File: config.mk
export PLATFORM = sky130hd
export DESIGN_NAME = rmf_cell
export DESIGN_NICKNAME = d
export VERILOG_FILES = /design/src/rtl/core/rmf_pkg.sv /design/src/rtl/core/rmf_cell.sv
export SDC_FILE = /design/constraint.sdc
export NUM_CORES = 1
export LEC_CHECK = 0
export BUFFER_PORTS_ARGS = -buffer_cell sky130_fd_sc_hd__clkbuf_2
export CAP_MARGIN = 20
export CORE_AREA = 10 10 114 116
export CTS_BUF_LIST = sky130_fd_sc_hd__clkbuf_16
export CTS_CLUSTER_DIAMETER = 50
export DETAILED_ROUTE_END_ITERATION = 10
export DIE_AREA = 0 0 124 126
export PLACE_DENSITY = 0.8
export SYNTH_ARGS = -nofsm -noshare
export SYNTH_HDL_FRONTEND = slang
export SYNTH_SLANG_ARGS = --single-unit
File: constraint.sdc
create_clock -name clk -period 6.1 [get_ports clk]
set_input_delay 0.61 -clock clk [delete_from_list [all_inputs] [get_ports clk]]
set_output_delay 0.61 -clock clk [all_outputs]
set_load 0.1 [all_outputs]
File: src/rtl/core/rmf_pkg.sv
// Package for the running median filter: widths, the sequencer state type
// and the control word broadcast to every cell of the sorted chain.
// No dependencies.
package rmf_pkg;

    localparam int SAMPLE_W    = 32;
    localparam int COUNT_OUT_W = 7;
    localparam int SUM_W       = SAMPLE_W + 1;

    typedef logic signed [SAMPLE_W-1:0] sample_t;
    typedef logic signed [SUM_W-1:0]    sum_t;

    typedef enum logic [0:0] {
        ST_IDLE,
        ST_SCAN
    } rmf_state_t;

    // broadcast to all cells each cycle
    typedef struct packed {
        logic    ins_en;
        logic    scan_en;
        sample_t sample;
    } rmf_cell_ctrl_t;

endpackage

File: src/rtl/core/rmf_cell.sv
// One cell of the sorted insertion chain: holds one stored sample, takes part
// in the shift-insert and forwards the median candidates to its right neighbor.
// Depends on rmf_pkg.
module rmf_cell #(
    parameter int IDX = 0,
    parameter int CW  = 7
) (
    input  logic                    clk,
    input  rmf_pkg::rmf_cell_ctrl_t ctrl,
    input  logic [CW-1:0]           count,
    input  logic [CW-1:0]           lo_idx,
    input  logic [CW-1:0]           hi_idx,
    input  rmf_pkg::sample_t        left_val,
    input  logic                    left_gt,
    input  rmf_pkg::sample_t        left_lo,
    input  rmf_pkg::sample_t        left_hi,
    output rmf_pkg::sample_t        val,
    output logic                    gt,
    output rmf_pkg::sample_t        lo,
    output rmf_pkg::sample_t        hi
);
    import rmf_pkg::*;

    localparam logic [CW-1:0] MY_IDX = CW'(IDX);

    sample_t val_reg, val_next;
    sample_t lo_reg, lo_next;
    sample_t hi_reg, hi_next;
    logic    in_range;
    logic    at_end;

    assign in_range = MY_IDX < count;
    assign at_end   = MY_IDX == count;
    assign gt       = in_range && (val_reg > ctrl.sample);

    always_comb
    begin
        val_next = val_reg;
        if (ctrl.ins_en && (in_range || at_end))
        begin
            // shift right when the left neighbor is larger, else drop the sample here
            if (left_gt)
                val_next = left_val;
            else if (gt || at_end)
                val_next = ctrl.sample;
        end
    end

    always_comb
    begin
        lo_next = lo_reg;
        hi_next = hi_reg;
        if (ctrl.scan_en)
        begin
            lo_next = (MY_IDX == lo_idx) ? val_reg : left_lo;
            hi_next = (MY_IDX == hi_idx) ? val_reg : left_hi;
        end
    end

    always_ff @(posedge clk)
    begin
        val_reg <= val_next;
        lo_reg  <= lo_next;
        hi_reg  <= hi_next;
    end

    assign val = val_reg;
    assign lo  = lo_reg;
    assign hi  = hi_reg;

endmodule

==> results of run 1 <==
power groups by stage:
stage	Combinational [mW]	Sequential, mW	Clock [mW]
floorplan	0.106	1.12	0
global placement	0.533	0.823	0
detailed placement	0.542	0.826	0
CTS	0.544	0.812	0.557
global route	0.575	0.816	0.587
finish	0.544	0.810	0.549
cells by family after synthesis:
family	share of synthesized area, %
simple gates	6.43
mux	14.8
compound gates	6.95
fa+ha+maj	8.33
buf+inv	3.59
flops	60.0
Yosys cell counts (all sizes together), types with 2 or more instances:
library cell	count	share of area (%)
a31oi	2	0.26
nor3	3	0.31
nor2	5	0.39
ha	32	8.3
o21ai	36	3.7
o211ai	3	0.47
buf	6	0.47
nand3	3	0.31
edfxtp	96	60
mux2	63	15
inv	33	2.6
nand2	42	3.3
nand4	8	1.0
a21oi	13	1.4
clkbuf	7	0.55
nor4	4	0.52
critical path, cell delays in order, from the launching register on:
cell      delay (ns)
edfxtp_1        0.47
ha_1            0.37
nand4_1         0.15
nor2_1          0.08
a221o_1         0.31
o31a_1          0.31
or4b_4          0.54
nand2_1         0.09
clkbuf_2        0.47
area by class of cell:
type	count	area (um^2)
inverters	33	124
fillers	914	4160
clock inverters	7	63.8
repair buffers	253	1300
multi-input cells	223	1770
flip-flops and latches	96	2880
well taps	140	175
clock buffers	9	225
stage by stage:
| step | utilization (%) | hold WS (ns) | instances |
|---|---|---|---|
| after CTS | 60.9 | 0.553 | 760 |
| after global placement | 58.2 | 0.630 | 744 |
| after detailed placement | 58.2 | 0.640 | 744 |
| after global routing | 61.1 | 0.563 | 761 |
| after floorplan | - | 0.722 | 365 |
| final | 61.1 | 0.563 | 761 |
metal layers:
| layer | vias up | global-route usage [%] | part of all wire (%) |
|---|---|---|---|
| li1 | 1863 | - | - |
| met1 | 1796 | 21.0 | 38 |
| met2 | 168 | 31.3 | 50 |
| met3 | 14 | 6.17 | 9.8 |
| met4 | 0 | 5.56 | 1.4 |
| met5 | - | 0 | 0 |
worst paths after layout:
path	startpoint	to	cells past startpoint
worst max register to register	val[14]	val[16]	8
worst max-delay path	val[14]	gt	8
worst min-delay path	left_val[21]	val[21]	3
worst min register to register	val[23]	lo[23]	1
==> impl_results.md, run 1 <==
- All-Layer GR Usage: 18.3%
- Clock root buffer: clkbuf_16
- R2R Setup Slk: 2.77 ns
- Vias in the first global route: 4172
- Port bufs: 249
- Worst EP arrival: 3.12 ns
- DPL Wire Length: 11700 um
- Fin crit period: 3.73 ns
- Share of layout cells above drive strength 1: 53.9%
- Die area: 15600 um^2
- Fmax: 0.268 GHz
- Syn nets: 550
- Unrepaired setup endpoints after global routing: false
- Initial antenna violation count: 0
- Commonest non-fill, non-tap cell in the layout: clkbuf_2
- Routed wire length per instance: 19.1 um
- PD cells: 291 nW/um^2
- Clk_lat worst skew: 0.33 ns
- CTS max path bufs: 2
- Vias per cell: 5.05
- Initial DRT Pass Iterations: 4
- Period utilization: 61.1%
- Synth Instances: 365
- CTS Buf Count: 9
- Synth cell types: 27
- Setup TNS: 0 ns
- Final WL: 14500 um
- Yosys warns: 0
- Initial Utilization: 44.9%
- Comb power frac: 28.6%
- Finish-stage setup viols: 0
- Dpl cell area: 6220 um^2
- Max cap viols: 0
- Clock sinks: 96
- Static leakage: 3.05 nW
- H-tree levels: 3
- Inserted Diodes: 0
- Vias: 3841
- Yosys reg bits: 96
- Worst-path clk slew: 0.06 ns
- Seq pwr share: 42.6%
- Nets: 801
- Final worst slack: 2.37 ns
- Hold Crit Class: primary input to flip-flop
- Cts repair resizes: 0
- Tot Pwr: 1.90 mW
- Status: completed
- Rel. slew slack: 40.8%
- Syn-to-layout area delta: 36.0%
- Dpl ws: 2.27 ns
- Final Cell Area: 6540 um^2
- Cts hold-fix bufs: 0
- Final hold violations: 0
- Rows: 38
- GP Congestion: 0.794
- Switching pwr: 0.690 mW
- Die Y: 126 um
- Grt ovf: 0
- Global-route wire length before repair: 22400 um
- Clock power share: 28.8%
- Drt drc: 0
- Internal power: 1.21 mW
- Switching fraction of total power: 36.2%
- Largest net degree at the start of global routing: 65
- Crit. End Element: primary output
- Iter 0 DRT Violations: 237
- Async set or reset register ratio after synthesis: 0%
- Core area: 10700 um^2
- Most frequent cells in the layout: clkbuf_2 (249), edfxtp_1 (96), mux2_2 (63), nand2_1 (41), o21ai_0 (35)
- Syn Area/Cell: 13.2 um^2
- Post-synthesis sequential area ratio: 60.0%
- Die W: 124 um
- Critical path fanouts, max: 4
- Worst Tran Pin Value: 0.884 ns
- Setup Fix Bufs, Post-CTS: 0
- Slew Viols, Final: 0
- Io pins: 250
- Post-synth top flop: edfxtp_1
- CP Class: flip-flop to primary output
- EDFF count, synth: 96
- CTS tree: done
- Final ANT Viol Nets: 0
- Synthesized area: 4810 um^2
- Req. time, crit path: 5.49 ns
- Setup Skew: 0.00827 ns
- Maximum vdd drop: 0.000161 V
- Worst Setup Start Kind: flip-flop
(Power assumes the default switching activity.)
==> run 2: changes to the inputs <==
--- a/config.mk
+++ b/config.mk
@@ -7,12 +7,12 @@
 export LEC_CHECK = 0
 export BUFFER_PORTS_ARGS = -buffer_cell sky130_fd_sc_hd__clkbuf_2
 export CAP_MARGIN = 20
-export CORE_AREA = 10 10 114 116
+export CORE_AREA = 10 10 120 122
 export CTS_BUF_LIST = sky130_fd_sc_hd__clkbuf_16
 export CTS_CLUSTER_DIAMETER = 50
 export DETAILED_ROUTE_END_ITERATION = 10
-export DIE_AREA = 0 0 124 126
-export PLACE_DENSITY = 0.8
+export DIE_AREA = 0 0 130 132
+export PLACE_DENSITY = 0.75
 export SYNTH_ARGS = -nofsm -noshare
 export SYNTH_HDL_FRONTEND = slang
 export SYNTH_SLANG_ARGS = --single-unit
==> constraint.sdc (replaced) <==
create_clock -name clk -period 3.1 [get_ports clk]
set_input_delay 0.31 -clock clk [delete_from_list [all_inputs] [get_ports clk]]
set_output_delay 0.31 -clock clk [all_outputs]
set_load 0.1 [all_outputs]
==> impl_results.md, run 2 (same netlist as run 1, synthesis figures left out) <==
- Status: completed
- Largest net degree at the start of global routing: 37
- Drt drc: 0
- Final WL: 15300 um
- CP Class: flip-flop to primary output
- Vias per cell: 5.00
- Die Y: 132 um
- CTS max path bufs: 2
- Final ANT Viol Nets: 0
- Routed wire length per instance: 19.5 um
- Clk_lat worst skew: 0.34 ns
- Worst Setup SP: val[1]
- Worst-path clk slew: 0.07 ns
- Cts hold-fix bufs: 0
- Tot Pwr: 3.82 mW
- Max cap viols: 0
- Nets: 819
- Fillers: 999
- Setup TNS: 0 ns
- CTS Buf Count: 9
- CTS tree: done
- Maximum vdd drop: 0.000290 V
- Initial antenna violation count: 2
- Finished Core Util: 57.2%
- Grt ovf: 0
- Initial Utilization: 40.4%
- Period utilization: 97.8%
- Slew Viols, Final: 0
- Rows: 40
- Worst EP arrival: 2.72 ns
- Setup Skew: 0.0109 ns
- Req. time, crit path: 2.79 ns
- Finish-stage setup viols: 0
- Share of layout cells above drive strength 1: 57.1%
- Commonest non-fill, non-tap cell in the layout: clkbuf_2
- Vias in the first global route: 4450
- Crit. End Element: primary output
- Port bufs: 249
- Crit Reg-Reg Startpoint: val[1]
- All-Layer GR Usage: 17.6%
- Worst Hold Launch: left_val[1]
- Worst Tran Pin Value: 0.911 ns
- H-tree levels: 3
- Fin crit period: 3.03 ns
- Fmax: 0.330 GHz
- Die area: 17200 um^2
- PD cells: 561 nW/um^2
- DPL Wire Length: 12400 um
- GP Congestion: 0.811
- Critical path fanouts, max: 2
- Hold Crit Class: primary input to flip-flop
- Io pins: 250
- Syn-to-layout area delta: 41.8%
- Worst hold slack: 0.246 ns
- Iter 0 DRT Violations: 233
- Initial DRT Pass Iterations: 4
- Static leakage: 3.15 nW
- Rel. slew slack: 39.0%
- Clock sinks: 96
- Final hold violations: 0
- Most frequent cells in the layout: clkbuf_2 (247), edfxtp_1 (96), mux2_2 (63), nand2_1 (39)
- Core area: 11900 um^2
- Final worst slack: 0.0696 ns
- Worst Setup Start Kind: flip-flop
- Global-route wire length before repair: 23400 um
- Clock root buffer: clkbuf_16
- Dpl ws: 0.118 ns
- Die W: 130 um
- Vias: 3943
==> run 2: changes by cell type in the layout (fill, tap and decap cells not counted), sizes merged <==
| cell | delta |
|---|---|
| clkinv | +1 |
| buf | +20 |
| diode | +2 |
| clkbuf | -2 |
| clkinvlp | -1 |
==> run 2: final cells by class <==
class	instances	area, um^2	share of cell area (%)
sequential	96	2880	42.3
clock inverter	7	63.8	0.936
multi-input combinational	223	1900	27.8
clock buffer	9	225	3.30
antenna	2	5.00	0.0734
inverter	33	124	1.82
tap	147	184	2.70
timing repair buffer	271	1440	21.1
==> run 2: repair_timing <==
action / 4_1_cts / 5_1_grt
pin swaps: 4 / 6
gates resized for setup: 5 / 8
setup buffers: 7 / 9
setup endpoints to repair: 1 / 1
==> run 2: through the flow <==
step                std cells  area, um^2
floorplan                 365        4860
global placement          754        6320
detailed placement        754        6320
CTS                       777        6690
global route              788        6820
finish                    788        6820
==> run 2: path summary, 6_finish.rpt <==
path / end / slack [ns] / cells past startpoint
max reg2reg: val[17] / 0.21 / 8
min: val[1] / 0.25 / 3
max: gt / 0.07 / 8
min reg2reg: hi[25] / 0.65 / 1
==> run 2: report_power, final <==
part	internal [mW]	switching, mW	total [mW]
logic	0.279	0.873	1.15
clock network	0.618	0.465	1.08
registers	1.54	0.0494	1.59
==> run 2: layer usage <==
layer	GRT usage, %	share of wire, %	up-vias
met5	0	0	-
met3	6.11	9.4	25
li1	-	-	1905
met4	8.00	2.7	0
met1	18.9	37	1846
met2	30.1	51	167
==> run 2: critical path, cell delays in order, from the launching register on <==
cell	delay, ns
edfxtp_1	0.44
ha_4	0.25
nor2b_1	0.12
o211ai_1	0.26
a2111oi_1	0.14
o31a_1	0.31
or4b_4	0.56
nand2_4	0.10
buf_12	0.18
==> run 3: changes to the inputs <==
--- a/config.mk
+++ b/config.mk
@@ -5,14 +5,15 @@
 export SDC_FILE = /design/constraint.sdc
 export NUM_CORES = 1
 export LEC_CHECK = 0
+export ABC_AREA = 1
 export BUFFER_PORTS_ARGS = -buffer_cell sky130_fd_sc_hd__clkbuf_2
 export CAP_MARGIN = 20
-export CORE_AREA = 10 10 120 122
+export CORE_AREA = 10 10 124 126
 export CTS_BUF_LIST = sky130_fd_sc_hd__clkbuf_16
 export CTS_CLUSTER_DIAMETER = 50
 export DETAILED_ROUTE_END_ITERATION = 10
-export DIE_AREA = 0 0 130 132
-export PLACE_DENSITY = 0.75
+export DIE_AREA = 0 0 134 136
+export PLACE_DENSITY = 0.73
 export SYNTH_ARGS = -nofsm -noshare
 export SYNTH_HDL_FRONTEND = slang
 export SYNTH_SLANG_ARGS = --single-unit
==> impl_results.md, run 3 <==
- Status: completed
- Critical path fanouts, max: 4
- Nets: 960
- Largest net degree at the start of global routing: 65
- Drt drc: 0
- Top post-synthesis cells by count: nand2_1 (134), inv_1 (107), edfxtp_1 (96)
- XOR/XNOR Fraction of Synth Area: 0%
- Post-synth top flop: edfxtp_1
- Post-synthesis sequential area ratio: 57.2%
- Finish-stage setup viols: 0
- Req. time, crit path: 2.79 ns
- All-Layer GR Usage: 16.4%
- Initial antenna violation count: 0
- Main area contributors after synthesis: edfxtp_1 (57%), nand2_1 (10%), o21ai_0 (8.5%)
- Post-Synth Simple-Gate Area: 12.9%
- GP Congestion: 0.789
- Routed wire length per instance: 15.9 um
- Grt ovf: 0
- Cts hold-fix bufs: 0
- Setup Fix Bufs, Post-CTS: 0
- Fmax: 0.360 GHz
- Most frequent cells in the layout: clkbuf_2 (247), nand2_1 (134), inv_1 (107), edfxtp_1 (96), o21ai_0 (86)
- Iter 0 DRT Violations: 230
- DP Cell Count: 940
- CP Class: flip-flop to primary output
- Clock sinks: 96
- Worst Tran Pin Value: 0.704 ns
- Syn-to-layout area delta: 34.7%
- Clk_lat worst skew: 0.35 ns
- Unrepaired setup endpoints after global routing: false
- CTS tree: done
- Vias in the first global route: 4453
- Count leader, synth: nand2_1
- Worst EP arrival: 2.47 ns
- Rel. slew slack: 53.1%
- Period utilization: 89.5%
- Die area: 18200 um^2
- Slew Viols, Final: 0
- Worst-path clk slew: 0.06 ns
- Initial Utilization: 38.8%
- PD cells: 570 nW/um^2
- Static leakage: 3.37 nW
- Area share of the largest cell type after synthesis: 57.2%
- Setup TNS: 0 ns
- Setup Skew: 0.00740 ns
- Vias per cell: 4.48
- Maximum vdd drop: 0.000268 V
- Worst Setup Start Kind: flip-flop
- Main combinational cell family by area after synthesis: simple AND/OR/NAND/NOR gates
- Die Y: 136 um
- H-tree levels: 3
- Commonest non-fill, non-tap cell in the layout: clkbuf_2
- Async set or reset register ratio after synthesis: 0%
- Synth Area in Compound Gates: 11.7%
- Fillers: 1227
- CTS Buf Count: 9
- Core area: 13000 um^2
- Non-Filler Instances: 956
- Clock root buffer: clkbuf_16
- Cts repair resizes: 0
- Tot Pwr: 3.87 mW
- Fin crit period: 2.78 ns
- Syn nets: 713
- Final ANT Viol Nets: 0
- Synth Instances: 528
- Synth Area in Adders: 7.95%
- Inserted Diodes: 0
- Global-route wire length before repair: 23400 um
- Final WL: 15200 um
- DPL Wire Length: 12200 um
- Synthesized area: 5040 um^2
- Mux cell area share after synthesis: 0.224%
- Port bufs: 249
- Yosys reg bits: 96
- Max cap viols: 0
- EDFF count, synth: 96
- Cell taking the most area after synthesis: edfxtp_1
- Syn Area/Cell: 9.54 um^2
- Final hold violations: 0
- Share of layout cells above drive strength 1: 35.1%
- Rows: 42
- Finished Core Util: 52.3%
- Io pins: 250
- CTS max path bufs: 2
- Hold Crit Class: primary input to flip-flop
- Yosys warns: 0
- Die W: 134 um
- Crit. End Element: primary output
- Synth cell types: 19
- Initial DRT Pass Iterations: 4
- Vias: 4284
==> run 3: cell count changes after synthesis, sizes merged, moves of 2 or more <==
cell	change
o211ai	-3
nor2	+8
nand2	+92
clkbuf	+6
nor3	-3
o21ai	+61
nand4	-6
a21oi	+3
mux2	-62
a31oi	-2
o21a	+2
inv	+74
==> run 3: final timing paths <==
path	startpoint	end	slack [ns]	cells past startpoint
hold / removal	left_val[7]	val[7]	0.24	3
setup reg to reg	val[31]	val[11]	0.64	10
hold reg to reg	val[11]	hi[11]	0.63	2
setup / recovery	val[31]	gt	0.32	10
==> run 3: cell type report <==
type | count | area, um^2 | area share (%)
Clock buffer | 9 | 225 | 3.32
Timing Repair Buffer | 255 | 1310 | 19.3
Clock inverter | 7 | 86.3 | 1.27
Sequential cell | 96 | 2880 | 42.5
Multi-Input combinational cell | 306 | 1660 | 24.5
Tap cell | 176 | 220 | 3.25
Inverter | 107 | 402 | 5.92
==> run 3: logic make-up after synthesis <==
group                    after synthesis
buffers and inverters                126
AO/OA/AOI/OAI                        116
multiplexers                           1
AND/OR/NAND/NOR                      157
flip-flops                            96
adder cells (fa/ha/maj)               32
==> run 3: worst max-delay path, stage by stage (launching register included) <==
cell	delay, ns
edfxtp_1	0.46
ha_1	0.39
a21oi_1	0.18
o21a_1	0.14
nand2_1	0.08
a21oi_1	0.20
nand2_1	0.08
nand2_1	0.06
nand3_1	0.13
inv_1	0.09
buf_4	0.29
==> run 3: routing by layer <==
| layer | GRT usage [%] | wire length [um] |
|---|---|---|
| met5 | 0 | 0 |
| met4 | 4.29 | 201 |
| met1 | 17.5 | 5970 |
| met3 | 7.71 | 1520 |
| met2 | 28.8 | 7540 |
==> run 3: power by group <==
group          total (mW)  switching (mW)  internal [mW]
sequential           1.60          0.0579           1.54
clock                1.18           0.477          0.698
combinational        1.09           0.873          0.220
total                3.87            1.41           2.46
==> run 3: per-stage QoR <==
stage | setup WS (ns) | hold WS [ns] | cell area (um^2)
finish | 0.325 | 0.235 | 6780
global route | 0.0688 | 0.241 | 6780
CTS | 0.223 | 0.223 | 6780
detailed placement | 0.581 | 0.594 | 6470
global placement | 0.634 | 0.592 | 6470
floorplan | 0.0488 | 0.422 | 5050
